File: config.mk
export PLATFORM = sky130hd
export DESIGN_NAME = r2fft_ram
export DESIGN_NICKNAME = d
export VERILOG_FILES = /design/src/hw/rtl/radix2_complex_fft_top_defines.svh /design/src/hw/rtl/r2fft_pkg.sv /design/src/hw/rtl/r2fft_ram.sv
export SDC_FILE = /design/constraint.sdc
export NUM_CORES = 1
export LEC_CHECK = 0
export BUFFER_PORTS_ARGS = -buffer_cell sky130_fd_sc_hd__buf_2
export CAP_MARGIN = 20
export CORE_MARGIN = 2
export CORE_UTILIZATION = 60
export DETAILED_ROUTE_END_ITERATION = 8
export PLACE_DENSITY = 0.78
export SLEW_MARGIN = 20
export SYNTH_ARGS = -nofsm -noshare
export SYNTH_HDL_FRONTEND = slang
export SYNTH_SLANG_ARGS = --single-unit
export TNS_END_PERCENT = 5
File: constraint.sdc
create_clock -name clk -period 12.2 [get_ports clk]
set_input_delay 2.44 -clock clk [delete_from_list [all_inputs] [get_ports clk]]
set_output_delay 2.44 -clock clk [all_outputs]
set_load 0.01 [all_outputs]
File: src/hw/rtl/radix2_complex_fft_top_defines.svh
// ----------------------------------------------------------------------------
// Radix-2 FFT assertion macros
// Concurrent check wrappers, compiled out for synthesis.
// ----------------------------------------------------------------------------
`ifndef RADIX2_COMPLEX_FFT_TOP_DEFINES_SVH
`define RADIX2_COMPLEX_FFT_TOP_DEFINES_SVH
`ifndef SYNTHESIS
`define R2FFT_ASSERT(lbl, clk, rst_n, prop) \
  lbl: assert property (@(posedge clk) disable iff (!rst_n) prop) \
    else $error("r2fft: check failed");
`define R2FFT_ASSERT_ALWAYS(lbl, clk, prop) \
  lbl: assert property (@(posedge clk) prop) \
    else $error("r2fft: check failed");
`else
`define R2FFT_ASSERT(lbl, clk, rst_n, prop)
`define R2FFT_ASSERT_ALWAYS(lbl, clk, prop)
`endif
`endif

File: src/hw/rtl/r2fft_pkg.sv
// ----------------------------------------------------------------------------
// Radix-2 FFT package
// Request types, sample format, twiddle table and saturation helpers.
// ----------------------------------------------------------------------------
package r2fft_pkg;

  localparam int POINTS_DEF = 16;
  localparam int IN_W       = 16;
  localparam int DATA_W     = 20;
  localparam int TW_W       = 18;
  localparam int IDX_W      = 6;
  localparam int PROD_W     = DATA_W + TW_W;
  localparam int ACC_W      = PROD_W + 1;
  localparam int FRAC_W     = 17;
  localparam int T_W        = ACC_W - FRAC_W;
  localparam int SUM_W      = T_W + 1;

  typedef struct packed {
    logic signed [IN_W-1:0] sample_real;
    logic signed [IN_W-1:0] sample_imag;
  } in_req_t;

  typedef struct packed {
    logic signed [DATA_W-1:0] bin_real;
    logic signed [DATA_W-1:0] bin_imag;
    logic [IDX_W-1:0]         bin_index;
    logic                     last_bin;
  } out_req_t;

  typedef struct packed {
    logic signed [DATA_W-1:0] re;
    logic signed [DATA_W-1:0] im;
  } cplx_t;

  typedef struct packed {
    logic signed [TW_W-1:0] re;
    logic signed [TW_W-1:0] im;
  } tw_t;

  typedef struct packed {
    logic cap_a;
    logic mul_en;
    logic rnd_en;
  } bfly_ctl_t;

  localparam int RAM_W = $bits(cplx_t);

  localparam logic signed [SUM_W-1:0] SAT_MAX = SUM_W'(524287);
  localparam logic signed [SUM_W-1:0] SAT_MIN = -SUM_W'(524288);

  function automatic logic signed [TW_W-1:0] sine_rom(input logic [4:0] idx);
    logic signed [TW_W-1:0] v;
    case (idx)
      5'd0:    v = 18'sd0;
      5'd1:    v = 18'sd12847;
      5'd2:    v = 18'sd25571;
      5'd3:    v = 18'sd38048;
      5'd4:    v = 18'sd50159;
      5'd5:    v = 18'sd61787;
      5'd6:    v = 18'sd72820;
      5'd7:    v = 18'sd83151;
      5'd8:    v = 18'sd92682;
      5'd9:    v = 18'sd101320;
      5'd10:   v = 18'sd108982;
      5'd11:   v = 18'sd115595;
      5'd12:   v = 18'sd121095;
      5'd13:   v = 18'sd125428;
      5'd14:   v = 18'sd128553;
      5'd15:   v = 18'sd130441;
      5'd16:   v = 18'sd131071;
      default: v = 18'sd0;
    endcase
    return v;
  endfunction

  // angle in units of 2*pi/64, half circle
  function automatic tw_t twiddle(input logic [4:0] angle, input logic inverse);
    tw_t                    w;
    logic signed [TW_W-1:0] s;
    logic signed [TW_W-1:0] c;
    if (angle <= 5'd16) begin
      s = sine_rom(angle);
      c = sine_rom(5'd16 - angle);
    end else begin
      s = sine_rom(5'd0 - angle);
      c = -sine_rom(angle - 5'd16);
    end
    w.re = c;
    w.im = inverse ? s : -s;
    return w;
  endfunction

  function automatic logic signed [DATA_W-1:0] sat20(input logic signed [SUM_W-1:0] v);
    logic signed [DATA_W-1:0] r;
    if (v > SAT_MAX) begin
      r = DATA_W'(SAT_MAX);
    end else if (v < SAT_MIN) begin
      r = DATA_W'(SAT_MIN);
    end else begin
      r = DATA_W'(v);
    end
    return r;
  endfunction

endpackage

File: src/hw/rtl/r2fft_ram.sv
// ----------------------------------------------------------------------------
// Generic RAM
// One write port, one read port with registered read data.
// ----------------------------------------------------------------------------
module r2fft_ram #(
  parameter int WIDTH = r2fft_pkg::RAM_W,
  parameter int DEPTH = r2fft_pkg::POINTS_DEF,
  parameter int AW    = (DEPTH > 1) ? $clog2(DEPTH) : 1
) (
  input  logic             clk,
  input  logic             we,
  input  logic [AW-1:0]    waddr,
  input  logic [WIDTH-1:0] wdata,
  input  logic [AW-1:0]    raddr,
  output logic [WIDTH-1:0] rdata
);

  logic [WIDTH-1:0] mem [DEPTH];

  always_ff @(posedge clk) begin
    if (we) begin
      mem[waddr] <= wdata;
    end
    rdata <= mem[raddr];
  end

endmodule

==> impl_metrics.tcl <==
set metrics [dict create \
    outcome "finished clean" \
    relSlewSlack 0.302 \
    maxSlewViolCount 0 \
    required_ns 12.68 \
    synth_top_area_cell "edfxtp_1" \
    grt_pass1_vias 11800 \
    core_um2 41100 \
    worstSkewPairLatency_ns 0.61 \
    period_minus_slack_ns 4.38 \
    clk_pin_slew_worst_paths_ns 0.07 \
    dieArea_um2 43500 \
    fin_skew_ns 0.0198 \
    yosys_warnings 0 \
    grt_first_pass_wirelength_mm 76.6 \
    port_buffers 89 \
    cp_slowest_stage_delay_ns 0.90 \
    antenna_left 0 \
    postCtsSetupRepairBufs 0 \
    grt_start_max_net_pins 86 \
    cts-root-buf "clkbuf_16" \
    path_cells "buf_8 -> buf_4 -> mux4_1 -> a22oi_1 -> nand2_1" \
    numCtsBuffers 60 \
    cts.sinks 680 \
    synthesis.area_um2 25100 \
    seq_area_frac_synth 0.797 \
    nets 1211 \
    max_cap_violations 0 \
    grt-ovfl-total 0 \
    viasPerCell 6.53 \
    syn_inst 1040 \
    fmax_mhz 228 \
    die_w_um 209 \
    cp-start-kind "primary input" \
    synthToLayoutAreaGrowth_pct 11.9 \
    multi_input_area_um2 4850 \
    irDropWorstVdd_mv 0.147 \
    cts_resized 0 \
    synth_flop_cell "edfxtp_1" \
    h-tree-depth 2 \
    cp_slowest_cell "buf_4" \
    post_synth.cell_area_avg_um2 24.2 \
    drc 0 \
    stdcell_count 1746 \
    chipHeight_um 209 \
    crit_family "buffers and inverters" \
    hold_viol_final 0 \
    dp.cells 1631 \
    synth_nets 1090 \
    p_per_area_nw_per_um2 168 \
    synth.most_common_cell "edfxtp_1" \
    drt_first_pass_iters 7 \
    yosys-top-cells-count "640 x edfxtp_1, 100 x mux4_2, 80 x a22oi_1" \
    grt_use_total 0.245 \
    cts_tree "yes" \
    finalSetupTns_ns 0 \
    regArea_um2 20000 \
    drtIter0Drc 1361 \
    final_util 0.684 \
    rsz0062_at_grt "no" \
    fillers 2458 \
    synth_area_leaders "edfxtp_1 76%, mux4_2 9.0%, mux4_1 6.3%" \
    worstSetupPathType "in2reg" \
    drt_wl_total_mm 52.1 \
    setup_viol 0 \
    critPathMaxFanout 60 \
    tightest_slew_ns 1.05 \
    p_leak_nw 9.21 \
    final_cell_area_um2 28100 \
    synth.distinct_cells 19 \
    finalCritPeriodShare 0.359 \
    ys_ff_latch 680 \
    dpl-instance-area_um2 26200 \
    yosys.area.top_type_share 0.765 \
    worstPathArrival_ns 4.87 \
    antenna_found_initial 4 \
    place_ws_ns 7.13 \
    hpwl_mm 22.3 \
    synth_edf_count 640 \
    cts_max_path_buffers 3 \
    p_total_mw 4.71 \
    drive_gt1_frac 0.267 \
    end_kind "register" \
    ctsHoldBuffers 0 \
    holdWs_ns 0.652 \
    wire_per_inst_um 29.8 \
    path_buf_inv 2 \
    gp_congestion 0.718 \
    layout_setup_ws_ns 7.82 \
    min_path_type "reg2reg" \
    vias 11400 \
    rows 74 \
    initial_core_util 0.611 \
    ios 90 \
    ys_async_sr_fraction 0 \
]
[layer usage]
layer / GRT usage / up-vias / wire length (um)
met5: 0 / - / 27
met4: 0.0709 / 4 / 1120
met3: 0.0466 / 90 / 5360
met2: 0.393 / 662 / 25900
met1: 0.354 / 5922 / 19700
li1: - / 4730 / -
[final cells by class]
cell class                      count  share of cell area
Sequential cell                   680               0.712
Clock buffer                       84              0.0595
Antenna cell                        2            0.000178
Tap cell                          532              0.0237
Clock inverter                     29              0.0101
Multi-Input combinational cell    307               0.172
Timing Repair Buffer              112              0.0226
[cell families (layout without fill, tap and decap cells)]
logic type / Yosys count / in the layout / share of synthesized area
AND/OR/NAND/NOR: 67 / 67 / 0.0113
other: 0 / 2 / 0
flip-flops: 680 / 680 / 0.797
multiplexers: 160 / 160 / 0.152
AO/OA/AOI/OAI: 80 / 80 / 0.0239
buffers and inverters: 53 / 225 / 0.0159
[tightest hold or removal path, cell delays in order (launching register included)]
cell,delay [ns]
edfxtp_1,0.31
mux4_1,0.21
a22oi_1,0.06
nand2_1,0.05
[placed cells by master (no fill, tap or decap), drive strengths merged]
cell,count
edfxtp,640
mux4,160
buf,112
clkbuf,84
a22oi,80
nand2,41
dfxtp,40
clkinv,19
nor2,13
bufinv,5
nor3,4
clkinvlp,3
diode,2
nor2b,2
nand3b,2
nand2b,2
inv,2
and2,1
nand3,1
or3b,1
[report_power, final]
group          total, mW  internal, mW  switching (mW)
registers           2.63          2.61          0.0182
clock network       1.86          1.06           0.801
logic              0.220        0.0884           0.132
total               4.71          3.76           0.950
[path summary, 6_finish.rpt]
| path | from | endpoint | slack (ns) | cells after the start |
|---|---|---|---|---|
| worst max-delay path | raddr[0] | rdata[35]$_DFF_P_ | 7.82 | 5 |
| worst min-delay path | mem[12][33]$_DFFE_PP_ | rdata[33]$_DFF_P_ | 0.65 | 3 |
| worst max register to register | mem[10][14]$_DFFE_PP_ | rdata[14]$_DFF_P_ | 10.81 | 3 |
| worst min register to register | mem[12][33]$_DFFE_PP_ | rdata[33]$_DFF_P_ | 0.65 | 3 |
[registers in the layout, summed over array words and instances, names as in the netlist]
register  flops
rdata        40
mem         640
Power figures use the tool's default switching activity.
