--- config.mk ---
export PLATFORM = sky130hd
export DESIGN_NAME = r2fft_bfly
export DESIGN_NICKNAME = d
export VERILOG_FILES = /design/src/hw/rtl/radix2_complex_fft_top_defines.svh /design/src/hw/rtl/r2fft_pkg.sv /design/src/hw/rtl/r2fft_bfly.sv
export SDC_FILE = /design/constraint.sdc
export NUM_CORES = 2
export LEC_CHECK = 0
export BUFFER_PORTS_ARGS = -buffer_cell sky130_fd_sc_hd__buf_2
export CORE_MARGIN = 4
export CORE_UTILIZATION = 35
export CTS_CLUSTER_SIZE = 12
export DETAILED_ROUTE_END_ITERATION = 10
export GPL_TIMING_DRIVEN = 1
export PLACE_DENSITY = 0.59
export REMOVE_ABC_BUFFERS = 1
export SYNTH_ARGS = -nofsm -noshare
export SYNTH_HDL_FRONTEND = slang
export SYNTH_SLANG_ARGS = --single-unit
--- constraint.sdc ---
create_clock -name clk -period 10.1 [get_ports clk]
set_clock_uncertainty 0.1 [all_clocks]
set_input_delay 0.505 -clock clk [delete_from_list [all_inputs] [get_ports clk]]
set_output_delay 0.505 -clock clk [all_outputs]
set_load 0.05 [all_outputs]
--- src/hw/rtl/radix2_complex_fft_top_defines.svh ---
// ----------------------------------------------------------------------------
// Radix-2 FFT assertion macros
// Concurrent check wrappers, compiled out for synthesis.
// ----------------------------------------------------------------------------
`ifndef RADIX2_COMPLEX_FFT_TOP_DEFINES_SVH
`define RADIX2_COMPLEX_FFT_TOP_DEFINES_SVH
`ifndef SYNTHESIS
`define R2FFT_ASSERT(lbl, clk, rst_n, prop) \
  lbl: assert property (@(posedge clk) disable iff (!rst_n) prop) \
    else $error("r2fft: check failed");
`define R2FFT_ASSERT_ALWAYS(lbl, clk, prop) \
  lbl: assert property (@(posedge clk) prop) \
    else $error("r2fft: check failed");
`else
`define R2FFT_ASSERT(lbl, clk, rst_n, prop)
`define R2FFT_ASSERT_ALWAYS(lbl, clk, prop)
`endif
`endif

--- src/hw/rtl/r2fft_pkg.sv ---
// ----------------------------------------------------------------------------
// Radix-2 FFT package
// Request types, sample format, twiddle table and saturation helpers.
// ----------------------------------------------------------------------------
package r2fft_pkg;

  localparam int POINTS_DEF = 16;
  localparam int IN_W       = 16;
  localparam int DATA_W     = 20;
  localparam int TW_W       = 18;
  localparam int IDX_W      = 6;
  localparam int PROD_W     = DATA_W + TW_W;
  localparam int ACC_W      = PROD_W + 1;
  localparam int FRAC_W     = 17;
  localparam int T_W        = ACC_W - FRAC_W;
  localparam int SUM_W      = T_W + 1;

  typedef struct packed {
    logic signed [IN_W-1:0] sample_real;
    logic signed [IN_W-1:0] sample_imag;
  } in_req_t;

  typedef struct packed {
    logic signed [DATA_W-1:0] bin_real;
    logic signed [DATA_W-1:0] bin_imag;
    logic [IDX_W-1:0]         bin_index;
    logic                     last_bin;
  } out_req_t;

  typedef struct packed {
    logic signed [DATA_W-1:0] re;
    logic signed [DATA_W-1:0] im;
  } cplx_t;

  typedef struct packed {
    logic signed [TW_W-1:0] re;
    logic signed [TW_W-1:0] im;
  } tw_t;

  typedef struct packed {
    logic cap_a;
    logic mul_en;
    logic rnd_en;
  } bfly_ctl_t;

  localparam int RAM_W = $bits(cplx_t);

  localparam logic signed [SUM_W-1:0] SAT_MAX = SUM_W'(524287);
  localparam logic signed [SUM_W-1:0] SAT_MIN = -SUM_W'(524288);

  function automatic logic signed [TW_W-1:0] sine_rom(input logic [4:0] idx);
    logic signed [TW_W-1:0] v;
    case (idx)
      5'd0:    v = 18'sd0;
      5'd1:    v = 18'sd12847;
      5'd2:    v = 18'sd25571;
      5'd3:    v = 18'sd38048;
      5'd4:    v = 18'sd50159;
      5'd5:    v = 18'sd61787;
      5'd6:    v = 18'sd72820;
      5'd7:    v = 18'sd83151;
      5'd8:    v = 18'sd92682;
      5'd9:    v = 18'sd101320;
      5'd10:   v = 18'sd108982;
      5'd11:   v = 18'sd115595;
      5'd12:   v = 18'sd121095;
      5'd13:   v = 18'sd125428;
      5'd14:   v = 18'sd128553;
      5'd15:   v = 18'sd130441;
      5'd16:   v = 18'sd131071;
      default: v = 18'sd0;
    endcase
    return v;
  endfunction

  // angle in units of 2*pi/64, half circle
  function automatic tw_t twiddle(input logic [4:0] angle, input logic inverse);
    tw_t                    w;
    logic signed [TW_W-1:0] s;
    logic signed [TW_W-1:0] c;
    if (angle <= 5'd16) begin
      s = sine_rom(angle);
      c = sine_rom(5'd16 - angle);
    end else begin
      s = sine_rom(5'd0 - angle);
      c = -sine_rom(angle - 5'd16);
    end
    w.re = c;
    w.im = inverse ? s : -s;
    return w;
  endfunction

  function automatic logic signed [DATA_W-1:0] sat20(input logic signed [SUM_W-1:0] v);
    logic signed [DATA_W-1:0] r;
    if (v > SAT_MAX) begin
      r = DATA_W'(SAT_MAX);
    end else if (v < SAT_MIN) begin
      r = DATA_W'(SAT_MIN);
    end else begin
      r = DATA_W'(v);
    end
    return r;
  endfunction

endpackage

--- src/hw/rtl/r2fft_bfly.sv ---
// ----------------------------------------------------------------------------
// Radix-2 butterfly unit
// Complex multiply by twiddle, round, then saturated sum and difference.
// ----------------------------------------------------------------------------
module r2fft_bfly (
  input  logic                 clk,
  input  r2fft_pkg::bfly_ctl_t ctl,
  input  r2fft_pkg::cplx_t     rd_data,
  input  r2fft_pkg::tw_t       w,
  output r2fft_pkg::cplx_t     sum_o,
  output r2fft_pkg::cplx_t     diff_o
);

  localparam int PROD_W = r2fft_pkg::PROD_W;
  localparam int ACC_W  = r2fft_pkg::ACC_W;
  localparam int T_W    = r2fft_pkg::T_W;
  localparam int SUM_W  = r2fft_pkg::SUM_W;

  r2fft_pkg::cplx_t          a_r;
  logic signed [PROD_W-1:0]  p_rr_r;
  logic signed [PROD_W-1:0]  p_ii_r;
  logic signed [PROD_W-1:0]  p_ri_r;
  logic signed [PROD_W-1:0]  p_ir_r;
  logic signed [T_W-1:0]     t_re_r;
  logic signed [T_W-1:0]     t_im_r;
  logic signed [ACC_W-1:0]   acc_re;
  logic signed [ACC_W-1:0]   acc_im;

  always_comb begin
    acc_re = ACC_W'(p_rr_r) - ACC_W'(p_ii_r) + ACC_W'(65536);
    acc_im = ACC_W'(p_ri_r) + ACC_W'(p_ir_r) + ACC_W'(65536);
  end

  always_ff @(posedge clk) begin
    if (ctl.cap_a) begin
      a_r <= rd_data;
    end
    if (ctl.mul_en) begin
      p_rr_r <= rd_data.re * w.re;
      p_ii_r <= rd_data.im * w.im;
      p_ri_r <= rd_data.re * w.im;
      p_ir_r <= rd_data.im * w.re;
    end
    if (ctl.rnd_en) begin
      t_re_r <= T_W'(acc_re >>> r2fft_pkg::FRAC_W);
      t_im_r <= T_W'(acc_im >>> r2fft_pkg::FRAC_W);
    end
  end

  always_comb begin
    sum_o.re  = r2fft_pkg::sat20(SUM_W'(a_r.re) + SUM_W'(t_re_r));
    sum_o.im  = r2fft_pkg::sat20(SUM_W'(a_r.im) + SUM_W'(t_im_r));
    diff_o.re = r2fft_pkg::sat20(SUM_W'(a_r.re) - SUM_W'(t_re_r));
    diff_o.im = r2fft_pkg::sat20(SUM_W'(a_r.im) - SUM_W'(t_im_r));
  end

endmodule

==> impl_metrics.env <==
export IMPL_outcome="finished clean"
export IMPL_synth_cells=7308
export IMPL_fin_tns_setup_ns=0
export IMPL_first_pass_iters=8
export IMPL_grt_setup_unrepaired="false"
export IMPL_place_ws_ns=2.01
export IMPL_drv_cap=0
export IMPL_ctsResizeCount=0
export IMPL_cts_clk_slew_worst_paths_ns=0.05
export IMPL_syn_to_final_growth_pct=6.03
export IMPL_viasPerCell=4.92
export IMPL_period_share_pct=75.2
export IMPL_die_height_um=450
export IMPL_required_ns=10.37
export IMPL_initial_core_util_pct=35.3
export IMPL_ys_types=82
export IMPL_die_area_um2=202000
export IMPL_synth_area_um2=68200
export IMPL_seq_area_frac_synth_pct=10.4
export IMPL_fin_nets=9381
export IMPL_drtAntennaViolNets=0
export IMPL_port_buffers=159
export IMPL_ys_ff_latch=236
export IMPL_max_slew_margin_pct=16.2
export IMPL_crit_path_max_incr_delay_ns=0.93
export IMPL_tritoncts="yes"
export IMPL_synthAdderAreaFrac_pct=53.9
export IMPL_chipWidth_um=450
export IMPL_max_freq_mhz=132
export IMPL_core_um2=193000
export IMPL_wl_mm=188
export IMPL_postCtsHoldBufs=0
export IMPL_worst_pin_slew_ns=1.25
export IMPL_m1WireLength_mm=74.2
export IMPL_synth_compound_area_share_pct=6.59
export IMPL_crit_family="adder cells"
export IMPL_antenna_found_initial=14
export IMPL_clockRootBuffer="clkbuf_16"
export IMPL_rows=161
export IMPL_critical_path_class="input port to flip-flop"
export IMPL_grtUsageTotal_pct=19.1
export IMPL_place_hpwl_mm=152
export IMPL_synthArstFlopShare_pct=0
export IMPL_worstHoldPathType="input port to flip-flop"
export IMPL_final_cell_mix="inv_1 (1,763), fa_1 (1,448), nand2_1 (741), and2_1 (724), ha_1 (622)"
export IMPL_crit_chain="buf_2 > clkinv_1 > nor2_1 > fa_1 > fa_1 > fa_1 > fa_1 > fa_1 > inv_1 > fa_1 > inv_1 > ha_1 > nand4_1 > a211oi_1 > o311ai_0 > a21oi_1 > o21ai_0 > a31oi_1 > mux2i_1 > nand2_1"
export IMPL_worst_path_most_repeated_cell="fa_1"
export IMPL_io_pins=160
export IMPL_grt_pass1_wl_mm=302
export IMPL_met2WireLength_mm=93.8
export IMPL_worstSetupEndpointType="flip-flop"
export IMPL_setup_violations=0
export IMPL_setup_ws_ns=2.50
export IMPL_ys_flop_type="edfxtp_1"
export IMPL_final_hold_violation_count=0
export IMPL_wl_per_cell_um=19.2
export IMPL_synth_xor_area_share_pct=3.32
export IMPL_synth_simple_gate_area_share_pct=14.2
export IMPL_start_kind="input port"
export IMPL_crit_buf_inv=4
export IMPL_wl_met3_mm=7.88
export IMPL_cts_sinks=236
export IMPL_drive_gt1_share_pct=4.07
export IMPL_synth_top_family_by_area="adder cells"
export IMPL_period_needed_ns=7.60
export IMPL_postCtsSetupBuffers=0
export IMPL_final_instance_count_excl_fill=9786
export IMPL_grt_ovfl_total=0
export IMPL_grt_max_degree=95
export IMPL_cp_slowest_cell="clkinv_1"
export IMPL_clockBufferDepth=3
export IMPL_cp_max_fo=19
export IMPL_highest_layer="met5"
export IMPL_grt_pass1_vias=52900
export IMPL_gp_congestion=0.887
export IMPL_synth_warnings=0
export IMPL_clock_latency_ns=0.65
export IMPL_final_common_cell="inv_1"
export IMPL_syn_avg_cell_area_um2=9.34
export IMPL_report_final_slew_viol_count=0
export IMPL_cts_max_level=1
export IMPL_cts_buffers=31
export IMPL_via_count=48100
export IMPL_place_inst=9724
export IMPL_critical_path_arrival_ns=7.87
export IMPL_synthMuxAreaShare_pct=0.0147
export IMPL_synth_edf_count=236
export IMPL_drc=0
export IMPL_drt_iter0_drc=2872
cell families (layout without fill, tap and decap cells):
logic type / after synthesis / count (layout)
adders and majority gates: 2070 / 2070
AOI/OAI and AO/OA: 698 / 698
and+or+nand+nor: 1951 / 1951
DFF: 236 / 236
buffers and inverters: 2094 / 2038
other: 0 / 8
xor gates and xnor gates: 258 / 258
muxes: 1 / 1
final timing paths:
kind                                   from    endpoint  slack (ns)  cells after the start
worst min register to register   p_ii_r[37]  t_re_r[21]        0.65                      2
worst max-delay path                  w[35]  p_rr_r[35]        2.50                     20
worst max register to register    p_ri_r[3]  t_im_r[20]        5.32                     12
worst min-delay path            rd_data[37]     a_r[37]        0.23                      1
synthesized netlist by cell type (13+ instances only):
| library cell | count | share of area, % |
|---|---|---|
| nand3_1 | 42 | 0.31 |
| clkbuf_1 | 306 | 1.7 |
| nor2_1 | 231 | 1.3 |
| o21bai_1 | 30 | 0.33 |
| nor2b_1 | 39 | 0.36 |
| xor2_1 | 56 | 0.72 |
| a21o_1 | 76 | 0.84 |
| fa_1 | 1448 | 42 |
| nand2_1 | 741 | 4.1 |
| a31oi_1 | 16 | 0.15 |
| inv_1 | 1763 | 9.7 |
| o21ai_0 | 151 | 1.1 |
| a211oi_1 | 29 | 0.32 |
| nor3_1 | 43 | 0.32 |
| nand2b_1 | 49 | 0.45 |
| a21oi_1 | 210 | 1.5 |
| ha_1 | 622 | 11 |
| xnor2_1 | 201 | 2.6 |
| buf_1 | 15 | 0.083 |
| nand4_1 | 22 | 0.20 |
| and2_1 | 724 | 6.6 |
| o211ai_1 | 13 | 0.14 |
| o31ai_1 | 20 | 0.22 |
| edfxtp_1 | 236 | 10 |
| o21a_1 | 46 | 0.51 |
area by class of cell:
type | instances | area (µm²)
clock inverter | 16 | 121
clock buffer | 38 | 802
inverter | 1764 | 6620
sequential | 236 | 7090
timing repair buffer | 220 | 1260
fill | 19400 | 121000
multi-input combinational | 4978 | 53300
antenna | 8 | 20.0
tap | 2526 | 3160
metrics by stage:
stage	utilization [%]	hold WS [ns]	cell area, µm²
6_report	37.4	0.235	72300
5_1_grt	37.4	0.229	72300
4_1_cts	37.4	0.198	72300
3_5_place_dp	37.0	0.643	71400
3_3_place_gp	37.0	0.639	71400
2_1_floorplan	-	0.504	67000
sequential cells by signal (all words and copies together) (netlist names):
register  count
a_r          40
p_ii_r       38
p_ir_r       38
p_ri_r       38
p_rr_r       38
t_im_r       22
t_re_r       22
per-layer routing:
metal,track usage (%),up-vias
met3,1.67,299
met4,9.38,14
met2,33.8,1219
met5,0,-
met1,23.3,24900
li1,-,21700
Power is left out: the tool's default activity adds up to more than one toggle a clock period on the data nets, which glitch-free logic cannot reach.
